<file path="src/hdl/interrupt_controller_halt_core_assert.svh">
// assertion macros for the interrupt controller core
`ifndef INTERRUPT_CONTROLLER_HALT_CORE_ASSERT_SVH
`define INTERRUPT_CONTROLLER_HALT_CORE_ASSERT_SVH

`ifndef ASSERT_OFF

// check a property on every clock edge outside reset
`define ICH_ASSERT(label, clk, rst_n, prop) \
    label: assert property (@(posedge clk) disable iff (!(rst_n)) (prop)) \
        else $error("interrupt controller assertion failed");

// check a property on every clock edge, reset included
`define ICH_ASSERT_ALWAYS(label, clk, prop) \
    label: assert property (@(posedge clk) (prop)) \
        else $error("interrupt controller assertion failed");

`else

`define ICH_ASSERT(label, clk, rst_n, prop)
`define ICH_ASSERT_ALWAYS(label, clk, prop)

`endif

`endif

</file>
<file path="src/hdl/ich_pkg.sv">
`default_nettype none

package ich_pkg;

    // default number of interrupt lines, and the flag register reset value
    localparam int          LINE_COUNT_DEF = 5;
    localparam logic [7:0]  FLAG_RESET     = 8'hE0;

    // item opcodes
    typedef enum logic [2:0] {
        OP_RAISE     = 3'd0,
        OP_ENABLE    = 3'd1,
        OP_DISABLE   = 3'd2,
        OP_HALT      = 3'd3,
        OP_CLR_KIND  = 3'd4,
        OP_SERVICE   = 3'd5,
        OP_WR_FLAGS  = 3'd6,
        OP_WR_ENABLE = 3'd7
    } t_opcode;

    // halt kinds
    typedef enum logic [1:0] {
        KIND_IME  = 2'd0,
        KIND_STOP = 2'd1,
        KIND_BUG  = 2'd2,
        KIND_NONE = 2'd3
    } t_halt_kind;

    // controller state
    typedef struct packed {
        logic [7:0] flags;
        logic [7:0] enable;
        logic       master_enable;
        t_halt_kind halt_kind;
        logic       halted;
    } t_state;

    // one input item
    typedef struct packed {
        t_opcode    opcode;
        logic [2:0] line_index;
        logic [7:0] write_data;
    } t_item;

    // one result item
    typedef struct packed {
        logic       halt_stops_cpu;
        logic       wake;
        logic       extra_tick;
        logic       dispatch;
        logic [2:0] vector_index;
        logic       master_enable_now;
        logic [7:0] flags_now;
        logic [7:0] enable_now;
    } t_result;

endpackage

`default_nettype wire

</file>
<file path="src/hdl/interrupt_controller_halt_core.sv">
// Interrupt controller with halt handling for a small handheld cpu core.
// Each input item carries one opcode (raise line, set or clear master
// enable, halt, clear halt kind, service, write flags, write enable) and
// produces exactly one result item with the halt, wake and dispatch
// outcome plus the register values after the item. An item goes through an
// input register, one pass of bit logic that also updates the state, and
// an output register. A new item is taken every
// cycle, so throughput is one item per cycle while the output side takes
// results. After reset the flag register reads 0xE0, everything else is
// clear and no halt is in effect.
`default_nettype none

module interrupt_controller_halt_core import ich_pkg::*; #(
    parameter int LINE_COUNT = LINE_COUNT_DEF
) (
    input  wire logic       i_clk,
    input  wire logic       i_rst_n,
    input  wire logic       i_in_valid,
    output logic            o_in_stall,
    input  wire logic [2:0] i_opcode,
    input  wire logic [2:0] i_line_index,
    input  wire logic [7:0] i_write_data,
    output logic            o_out_valid,
    input  wire logic       i_out_stall,
    output logic            o_halt_stops_cpu,
    output logic            o_wake,
    output logic            o_extra_tick,
    output logic            o_dispatch,
    output logic [2:0]      o_vector_index,
    output logic            o_master_enable_now,
    output logic [7:0]      o_flags_now,
    output logic [7:0]      o_enable_now
);

`include "interrupt_controller_halt_core_assert.svh"

    logic    r_in_valid;
    t_item   r_in;
    logic    r_out_valid;
    t_result r_out;
    t_state  r_st;
    t_state  n_st;
    t_result n_out;
    logic    w_out_load;
    logic    w_step;

    // pipeline control: the output register loads when empty or being taken
    assign w_out_load = !r_out_valid || !i_out_stall;
    assign w_step     = r_in_valid && w_out_load;
    assign o_in_stall = r_in_valid && !w_out_load;

    // input register
    always_ff @(posedge i_clk) begin
        if (!i_rst_n) begin
            r_in_valid <= 1'b0;
        end else if (!o_in_stall) begin
            r_in_valid <= i_in_valid;
        end
    end

    always_ff @(posedge i_clk) begin
        if (!o_in_stall && i_in_valid) begin
            r_in.opcode     <= t_opcode'(i_opcode);
            r_in.line_index <= i_line_index;
            r_in.write_data <= i_write_data;
        end
    end

    // item logic
    ich_step #(
        .LINE_COUNT (LINE_COUNT)
    ) u_step (
        .i_state  (r_st),
        .i_item   (r_in),
        .o_state  (n_st),
        .o_result (n_out)
    );

    // controller state
    always_ff @(posedge i_clk) begin
        if (!i_rst_n) begin
            r_st.flags         <= FLAG_RESET;
            r_st.enable        <= '0;
            r_st.master_enable <= 1'b0;
            r_st.halt_kind     <= KIND_NONE;
            r_st.halted        <= 1'b0;
        end else if (w_step) begin
            r_st <= n_st;
        end
    end

    // output register
    always_ff @(posedge i_clk) begin
        if (!i_rst_n) begin
            r_out_valid <= 1'b0;
        end else if (w_out_load) begin
            r_out_valid <= r_in_valid;
        end
    end

    always_ff @(posedge i_clk) begin
        if (w_step) begin
            r_out <= n_out;
        end
    end

    assign o_out_valid         = r_out_valid;
    assign o_halt_stops_cpu    = r_out.halt_stops_cpu;
    assign o_wake              = r_out.wake;
    assign o_extra_tick        = r_out.extra_tick;
    assign o_dispatch          = r_out.dispatch;
    assign o_vector_index      = r_out.vector_index;
    assign o_master_enable_now = r_out.master_enable_now;
    assign o_flags_now         = r_out.flags_now;
    assign o_enable_now        = r_out.enable_now;

    // a dispatch always leaves the master enable clear
    `ICH_ASSERT(a_disp_clears_me, i_clk, i_rst_n,
        r_out_valid && r_out.dispatch |-> !r_out.master_enable_now)

    // a stalled item stays in the input register
    `ICH_ASSERT(a_in_held, i_clk, i_rst_n,
        r_in_valid && o_in_stall |=> r_in_valid && $stable(r_in))

    // a wake leaves the cpu running with no halt kind
    `ICH_ASSERT(a_wake_clears_halt, i_clk, i_rst_n,
        w_step && n_out.wake |=> !r_st.halted && r_st.halt_kind == KIND_NONE)

    // a result that waits is not overwritten
    `ICH_ASSERT(a_out_held, i_clk, i_rst_n,
        r_out_valid && i_out_stall |=> r_out_valid && $stable(r_out))

    // the vector index is zero without a dispatch
    `ICH_ASSERT(a_vec_zero, i_clk, i_rst_n,
        r_out_valid && !r_out.dispatch |-> r_out.vector_index == 3'd0)

endmodule

`default_nettype wire

</file>
<file path="src/hdl/ich_step.sv">
`default_nettype none

module ich_step import ich_pkg::*; #(
    parameter int LINE_COUNT = LINE_COUNT_DEF
) (
    input  t_state  i_state,
    input  t_item   i_item,
    output t_state  o_state,
    output t_result o_result
);

    logic [7:0] w_mask;
    logic [7:0] w_pend;
    logic [2:0] w_low;
    logic       w_line_ok;

    // lines at and above the line count never count as pending
    always_comb begin
        for (int i = 0; i < 8; i++) begin
            w_mask[i] = (i < LINE_COUNT);
        end
    end

    assign w_pend    = i_state.flags & i_state.enable & w_mask;
    assign w_line_ok = ({1'b0, i_item.line_index} < 4'(LINE_COUNT));

    // lowest pending line
    always_comb begin
        w_low = '0;
        for (int i = LINE_COUNT - 1; i >= 0; i--) begin
            if (w_pend[i]) begin
                w_low = 3'(i);
            end
        end
    end

    // next state and result for one item
    always_comb begin
        o_state  = i_state;
        o_result = '0;
        case (i_item.opcode)
            OP_RAISE: begin
                if (w_line_ok) begin
                    o_state.flags = i_state.flags | (8'b1 << i_item.line_index);
                end
            end
            OP_ENABLE: begin
                o_state.master_enable = 1'b1;
            end
            OP_DISABLE: begin
                o_state.master_enable = 1'b0;
            end
            OP_HALT: begin
                if (i_state.master_enable) begin
                    o_state.halt_kind = KIND_IME;
                end else if (w_pend == '0) begin
                    o_state.halt_kind = KIND_STOP;
                end else begin
                    o_state.halt_kind = KIND_BUG;
                end
                o_result.halt_stops_cpu = (o_state.halt_kind != KIND_BUG);
                o_state.halted          = (o_state.halt_kind != KIND_BUG);
            end
            OP_CLR_KIND: begin
                o_state.halt_kind = KIND_NONE;
            end
            OP_SERVICE: begin
                if (i_state.halt_kind != KIND_BUG && w_pend != '0) begin
                    // wake a halted cpu
                    if (i_state.halted) begin
                        o_state.halted      = 1'b0;
                        o_state.halt_kind   = KIND_NONE;
                        o_result.wake       = 1'b1;
                        o_result.extra_tick = !i_state.master_enable;
                    end
                    // hand the lowest pending line to the cpu
                    if (i_state.master_enable) begin
                        o_result.dispatch     = 1'b1;
                        o_result.vector_index = w_low;
                        o_state.flags         = i_state.flags & ~(8'b1 << w_low);
                        o_state.master_enable = 1'b0;
                    end
                end
            end
            OP_WR_FLAGS: begin
                o_state.flags = i_item.write_data;
            end
            OP_WR_ENABLE: begin
                o_state.enable = i_item.write_data;
            end
            default: begin
                o_state = i_state;
            end
        endcase
        o_result.master_enable_now = o_state.master_enable;
        o_result.flags_now         = o_state.flags;
        o_result.enable_now        = o_state.enable;
    end

endmodule

`default_nettype wire

</file>
<file path="config.mk">
export PLATFORM = sky130hd
export DESIGN_NAME = interrupt_controller_halt_core
export DESIGN_NICKNAME = d
export VERILOG_FILES = /design/src/hdl/ich_pkg.sv /design/src/hdl/interrupt_controller_halt_core.sv /design/src/hdl/ich_step.sv
export VERILOG_INCLUDE_DIRS = /design/src /design/src/hdl
export SDC_FILE = /design/constraint.sdc
export NUM_CORES = 1
export LEC_CHECK = 0
export ABC_AREA = 1
export BUFFER_PORTS_ARGS = -buffer_cell sky130_fd_sc_hd__buf_2
export CORE_ASPECT_RATIO = 1.1
export CORE_MARGIN = 3
export CORE_UTILIZATION = 35
export DETAILED_ROUTE_END_ITERATION = 8
export GPL_TIMING_DRIVEN = 0
export SETUP_SLACK_MARGIN = 0.05
export SKIP_LAST_GASP = 1
export SLEW_MARGIN = 20
export SYNTH_ARGS = -nofsm -noshare
export SYNTH_HDL_FRONTEND = slang
export SYNTH_SLANG_ARGS = --single-unit
</file>
<file path="constraint.sdc">
create_clock -name i_clk -period 2.58 [get_ports i_clk]
set_input_delay 0.516 -clock i_clk [delete_from_list [all_inputs] [get_ports i_clk]]
set_output_delay 0.516 -clock i_clk [all_outputs]
set_load 0.01 [all_outputs]
</file>
# == Yosys cells after proc, flatten, opt, wreduce, memory -nomap -nowiden ==
# Cells that the tools add are included.
# totals
regBits,60
in_bits,18
output_inout_bits,26
word_cells,76
# op_classes
n_lt_le_gt_ge,1
eq_ne,11
shifts,2
mux,20
bitwise_logic,4
reduce_logical,20
# op_table
op,count
8-bit 2-to-1 mux,4
8-bit case mux with 3 select lines,1
3-bit 2-to-1 mux,6
"1-bit by 3-bit << shifter with 8-bit output, first input constant",2
"3-bit equality test, second input constant",4
3-bit AND reduction,3
8-bit bitwise AND,1
8-bit zero test,1
2-bit 2-to-1 mux,4
4-bit 2-to-1 mux,2
8-bit NOT,1
8-bit bitwise OR,1
8-bit nonzero test,1
"3-bit by 2-bit equality test with 1-bit output, second input constant",2
"2-bit != test, second input constant",3
2-bit case mux with 3 select lines,1
5-bit bitwise AND,1
1-bit zero test,5
1-bit logical AND,4
4-bit AND reduction,1
"3-bit by 1-bit equality test with 1-bit output, second input constant",1
3-bit zero test,1
"3-bit < comparator, second input constant",1
1-bit case mux with 3 select lines,1
other kinds (6),6

# == Logic depth before layout (Yosys ltp) ==
# Gate-level depths: netlist of the first run.
# depth
word_depth,12
mapped_depth,13
mapped_depth_nobuf,13

# == Hierarchy ==
# Synthesis of the first run repeated with hierarchy kept, for this count alone.
# hier_totals
hier_cells,324
hier_area_um2,2929.1
# modules_own_cells
module,instances,cells_each,area_each_um2,seq_area_each_um2
interrupt_controller_halt_core,1,170,2117.0,1581.5
ich_step,1,154,812.0,0.0

# == Worst setup path before layout of the first run ==
# No wires, ideal clock.
# synth_timing
path_type,input to register
start,in i_out_stall
end,reg r_st[10] in the netlist's numbering
setup_ns,0.115
arrival_time_ns,1.393
required_time_ns,2.465
path_slack_ns,1.071
path_stages,8
n_path_buf,2
cell_sequence,nand2_1 > inv_1 > nor2_4 > inv_1 > buf_2 > buf_2 > o21ai_0 > inv_1
# synth_via
elab_chain_cells,3
# synth_rtl
element,line,source
"start, declared",interrupt_controller_halt_core.sv:24,"input wire logic i_out_stall,"
1-bit zero test,interrupt_controller_halt_core.sv:48,assign w_out_load = !r_out_valid || !i_out_stall;
1-bit logical OR,interrupt_controller_halt_core.sv:48,
1-bit logical AND,interrupt_controller_halt_core.sv:49,assign w_step = r_in_valid && w_out_load;
"end signal, assigned",interrupt_controller_halt_core.sv:88,r_st <= n_st;
"end, declared",interrupt_controller_halt_core.sv:41,t_state r_st;
# No other way between the ends.
# A chain may end at the register's enable or synchronous reset.

==> results_dict.tcl, run 1 <==
set metrics [dict create \
    skew_ps 8.79 \
    synth_top_cells_by_area "edfxtp_1 (43%), dfxtp_1 (17%), nand2_1 (7.8%)" \
    max_slew.worst_pin.slew_ps 536 \
    holdPathEnd "r_in[13]" \
    critPathLaunch "r_in[11]" \
    setup_slack_ps 912 \
    start_util 0.367 \
    vias_per_cell 4.70 \
    hp-class "in2reg" \
    num_vias 2030 \
    reg2reg_depth 6 \
    maxCapViolCount 0 \
    post_cts_resized 0 \
    cp-start-kind "flip-flop" \
    tns_ps 0 \
    regToRegEndpoint "o_flags_now[3]" \
    first_iter_violations 104 \
    finalHoldViolCount 0 \
    port_buffers 43 \
    ys_warn_count 0 \
    critical-path-top-delay-family "simple AND/OR/NAND/NOR gates" \
    crit_chain "inv_1 -> nand3_1 -> nand2_2 -> nand2_1 -> o21ai_2 -> nand2_1" \
    synthCells 288 \
    synth-seq-cells 60 \
    nNetsFinal 360 \
    multi_input_area_um2 826 \
    track_usage 0.143 \
    post_cts_buffers 0 \
    cp_num_buf_inv 1 \
    numCtsBuffers 9 \
    die_w_um 88.7 \
    rsz0062_at_grt "no" \
    critical_path_arrival_ps 1750 \
    synth_edf_count 38 \
    path_max_fanout 8 \
    routed_wl_mm 5.46 \
    synth_cell_types 28 \
    dp_hpwl_mm 4.09 \
    clkTransAtPathRegs_ps 70 \
    setup_viol_count_final 0 \
    firstDrtPassIters 4 \
    cts_root_buf "clkbuf_8" \
    post-route-min-period_ps 1670 \
    synth-async-reset-ratio 0 \
    max_clock_freq_mhz 599 \
    core-area_um2 7170 \
    gp_congestion 0.808 \
    worstPathRequired_ps 2660 \
    route.detailed.wl_per_inst_um 12.6 \
    p_leak_nw 1.45 \
    overflow 0 \
    grt_pass1_wl_mm 9.32 \
    grt_max_degree 34 \
    syn_nets 306 \
    r2r_setup_slack_ps 910 \
    htreeDepth 3 \
    final-seq-area_um2 1580 \
    num_antenna_cells 0 \
    max_stage_delay_ps 470 \
    power_density_nw_per_um2 704 \
    grtUsageMet2 0.229 \
    hp-start "i_opcode[2]" \
    rows 32 \
    dieArea_um2 8600 \
    cts_tree "built" \
    ios 44 \
    numClockSinks 60 \
    fin_crit_sh 0.647 \
    slew_violations 0 \
    synth_area_per_cell_um2 9.14 \
    clockBufferDepth 2 \
    met1_usage 0.176 \
    cts_hold_buffers 0 \
    antenna_found_initial 0 \
    regToRegStartpoint "r_in[11]" \
    stdcell_count 432 \
    synthFlopType "edfxtp_1" \
    status "complete, no violations" \
    grt_pass1_vias 1992 \
    whs_path_depth 1 \
    clkLatencyLatePin_ps 330 \
    synth_area_um2 2630 \
    final_util 0.441 \
    yosys.area.top_type_share 0.433 \
    worstSetupPathType "reg2reg" \
    grt_busiest_layer "met2" \
    drive_gt1_frac 0.228 \
    fillers 709 \
    worstSetupEndpointType "flip-flop" \
    path_common_cell "nand2_1" \
    irDropWorstVdd_v 0.000300 \
    die_y_um 97.0 \
    slew_headroom 0.640 \
    remaining_drc_errors 0 \
    post-place-ws_ps 710 \
    use_met3 0.0400 \
    area_delta_synth_final_pct 20.1 \
    antenna_left 0 \
    ys_seq_area_frac 0.601 \
    crit_path_top_delay_cell "edfxtp_1" \
    yosys.area.top_type "edfxtp_1" \
    dp.cells 416 \
]
power breakdown:
part,internal (mW),total (mW),switching (mW)
registers,1.09,1.12,0.0325
clock network,0.539,0.892,0.352
logic,0.0777,0.217,0.139
total,1.70,2.23,0.524
cells in the mapped netlist, types with 2 or more instances:
| library cell | n |
|---|---|
| a21oi_1 | 20 |
| a32oi_1 | 2 |
| buf_2 | 3 |
| buf_6 | 2 |
| dfxtp_1 | 22 |
| edfxtp_1 | 38 |
| inv_1 | 43 |
| inv_2 | 3 |
| nand2_1 | 55 |
| nand2_2 | 5 |
| nand2_4 | 2 |
| nand3_1 | 17 |
| nand4_1 | 3 |
| nor2_1 | 33 |
| nor2_2 | 3 |
| nor3_1 | 4 |
| o21ai_0 | 18 |
| o21ai_1 | 3 |
| o21ai_2 | 2 |
| o22ai_1 | 2 |
layout by cell type, fill, tap and decap left out:
| master | count |
|---|---|
| bufinv_16 | 2 |
| dfxtp_1 | 22 |
| nor2_2 | 3 |
| nand4_2 | 1 |
| clkbuf_8 | 9 |
| buf_4 | 1 |
| o22ai_1 | 2 |
| o21ai_1 | 3 |
| inv_1 | 43 |
| edfxtp_1 | 38 |
| clkinv_2 | 1 |
| nand2_2 | 5 |
| o211ai_1 | 1 |
| clkbuf_1 | 3 |
| buf_6 | 2 |
| clkinvlp_4 | 1 |
| a31oi_1 | 1 |
| o21ai_0 | 18 |
| o311ai_0 | 1 |
| nand2_1 | 55 |
| nor2_1 | 33 |
| nand4_1 | 3 |
| a32oi_1 | 2 |
| inv_2 | 3 |
| clkinv_1 | 2 |
| nand3_1 | 17 |
| nor2_4 | 1 |
| o21ai_2 | 2 |
| a21oi_1 | 20 |
| nor3_1 | 4 |
| nand2_4 | 2 |
| buf_2 | 46 |
area by class of cell:
cell class              count  area share
inverters                  47      0.0558
multi-input cells         174       0.261
well taps                  85      0.0336
clock inverters             5      0.0241
repair buffers             43      0.0681
plain buffers               7      0.0154
flip-flops and latches     60       0.500
clock buffers              11      0.0416
per-stage QoR:
| step | instance area (um^2) | hold slack (ps) | power (mW) |
|---|---|---|---|
| after floorplan | 2630 | 432 | 1.28 |
| final | 3160 | 355 | 2.23 |
| after global placement | 2950 | 441 | 1.35 |
| after global routing | 3160 | 342 | 2.33 |
| after detailed placement | 2950 | 453 | 1.36 |
| after CTS | 3160 | 339 | 2.25 |
layer usage:
metal | part of all wire | wire length (um)
met1 | 0.46 | 2510
met5 | 0 | 0
met3 | 0.054 | 295
met4 | 0.012 | 65
met2 | 0.48 | 2600
flip-flops by register name (all words and copies together), names as in the netlist, 3 cells and up:
register        count
r_st               20
r_in               14
o_enable_now        8
o_flags_now         8
o_vector_index      3
worst max path at each step:
stage / to / cells after the start
global route: o_flags_now[3] / 6
finish: o_flags_now[3] / 6
floorplan: r_st[10] / 8
global placement: r_st[10] / 9
detailed placement: r_st[10] / 9
CTS: r_st[14] / 8
cells by family after synthesis:
group | share of synthesized area
and+or+nand+nor | 0.209
DFF | 0.601
buffers and inverters | 0.0855
AOI/OAI and AO/OA | 0.105
worst reg2reg max path, cell delays in order (launching register included):
cell	delay (ps)
edfxtp_1	470
inv_1	140
nand3_1	280
nand2_2	240
nand2_1	90
o21ai_2	140
nand2_1	70
No activity file was read; power rests on OpenSTA's default activity.
==> inputs of run 2 (changes only) <==
==> constraint.sdc (replaced) <==
create_clock -name i_clk -period 1.5 [get_ports i_clk]
set_input_delay 0.3 -clock i_clk [delete_from_list [all_inputs] [get_ports i_clk]]
set_output_delay 0.3 -clock i_clk [all_outputs]
set_load 0.01 [all_outputs]
==> results_dict.tcl, run 2 (synthesized netlist as in run 1, its figures left out) <==
set metrics [dict create \
    power_density_nw_per_um2 1130 \
    gp_congestion 0.808 \
    cp-start-kind "flip-flop" \
    fillers 670 \
    clkTransAtPathRegs_ps 70 \
    multi_input_area_um2 998 \
    final-seq-area_um2 1590 \
    post-place-ws_ps -164 \
    finalHoldViolCount 0 \
    path_max_fanout 8 \
    layout_common_cells "nand2_1 (46), buf_2 (43), inv_1 (39), edfxtp_1 (38), nor2_1 (30)" \
    num_vias 2133 \
    vias_per_cell 4.76 \
    slew_violations 0 \
    irDropWorstVdd_v 0.000554 \
    clockBufferDepth 2 \
    grt_pass1_vias 2125 \
    regMostFlops "r_st" \
    remaining_drc_errors 0 \
    skew_ps 12.9 \
    p_total_mw 3.96 \
    hp-class "in2reg" \
    wl_met3_um 339 \
    die_w_um 88.7 \
    setup_viol_count_final 2 \
    max_clock_freq_mhz 660 \
    cts_tree "built" \
    rsz0062_at_grt "yes" \
    htreeDepth 3 \
    ios 44 \
    failed_checks "setup timing" \
    grt_max_degree 34 \
    dp.cells 416 \
    worstSetupPathType "reg2reg" \
    port_buffers 43 \
    maxCapViolCount 0 \
    placed_area_um2 2950 \
    antenna_left 0 \
    core-area_um2 7170 \
    layout_commonest_cell "nand2_1" \
    setup_slack_ps -16.0 \
    largest_reg_flops 20 \
    firstDrtPassIters 4 \
    fin_crit_sh 1.01 \
    nNetsFinal 376 \
    critical_path_arrival_ps 1600 \
    final_util 0.490 \
    track_usage 0.151 \
    start_util 0.367 \
    route.detailed.wl_per_inst_um 13.4 \
    critPathLaunch "r_in[13]" \
    rows 32 \
    cts_hold_buffers 0 \
    dieArea_um2 8600 \
    numClockSinks 60 \
    post-route-min-period_ps 1520 \
    clkLatencyLatePin_ps 340 \
    overflow 0 \
    num_antenna_cells 0 \
    whs_path_depth 1 \
    stdcell_count 448 \
    hp-start "i_opcode[2]" \
    routed_wl_mm 6.02 \
    first_iter_violations 88 \
    antenna_found_initial 0 \
    slew_headroom 0.690 \
    wl_met1_mm 2.61 \
    drive_gt1_frac 0.375 \
    highest_layer "met4" \
    numCtsBuffers 9 \
    cts_root_buf "clkbuf_8" \
    die_y_um 97.0 \
    regToRegStartpoint "r_in[13]" \
    dr_wl_met2_mm 2.96 \
    reg.largest.list "r_st x20, r_in x14" \
    status "finished, violations left" \
    worstSetupEndpointType "flip-flop" \
    reg2reg_depth 5 \
    area_delta_synth_final_pct 33.5 \
    postLayoutCellArea_um2 3510 \
    worstPathRequired_ps 1580 \
    max_slew.worst_pin.slew_ps 465 \
    dp_hpwl_mm 4.09 \
    grt_pass1_wl_mm 9.92 \
    p_leak_nw 1.59 \
]
## run 2: cell types whose count changed in the layout (fill, tap and decap cells not counted), moves of 4 or more
cell,delta
buf_4,+12
nand2_1,-9
nand3_1,-9
nand3_2,+8
o21ai_0,-7
buf_6,+6
dfxtp_1,-6
nand2_2,+6
dfxtp_2,+5
o21ai_1,+5
inv_1,-4
## run 2: stage by stage
step,setup TNS (ps),hold WS [ps]
floorplan,0,399
global placement,-2130,441
detailed placement,-2360,453
CTS,-36.9,123
global route,-1120,126
finish,-24.7,136
## run 2: worst max-delay path, cell delays in order (launching register included)
cell and delay [ps]:
edfxtp_1 490, buf_6 180, nand3_4 140, inv_1 130, a32oi_2 240, nand2_1 80
## run 2: layout make-up
class / instances / share of cell area
Clock inverter: 5 / 0.0217
Timing Repair Buffer: 59 / 0.104
Clock buffer: 11 / 0.0374
Tap cell: 85 / 0.0303
Inverter: 47 / 0.0523
Buffer: 7 / 0.0171
Sequential cell: 60 / 0.453
Multi-Input combinational cell: 174 / 0.284
## run 2: path summary, 6_finish.rpt
kind              slack [ps]              to
setup / recovery         -20  o_flags_now[4]
hold / removal           140        r_in[13]
setup reg to reg         -20  o_flags_now[4]
hold reg to reg          470         r_st[2]
## run 2: per-layer routing
| layer | up-vias | global-route usage |
|---|---|---|
| met5 | - | 0 |
| met4 | 0 | 0.0698 |
| met3 | 9 | 0.0434 |
| met2 | 56 | 0.245 |
| met1 | 980 | 0.182 |
| li1 | 1088 | - |
## run 2: report_power, final
group          leakage, nW  internal, mW  switching (mW)  total (mW)
registers            0.551          1.87          0.0618        1.93
clock network        0.101         0.928           0.618        1.55
logic                0.934         0.190           0.288       0.479
total                 1.59          2.99           0.969        3.96
## run 2: what timing repair did
item,in CTS,in global routing
resized for setup,38,33
setup endpoints to repair,27,52
buffers inserted,11,5
pin swaps,17,7
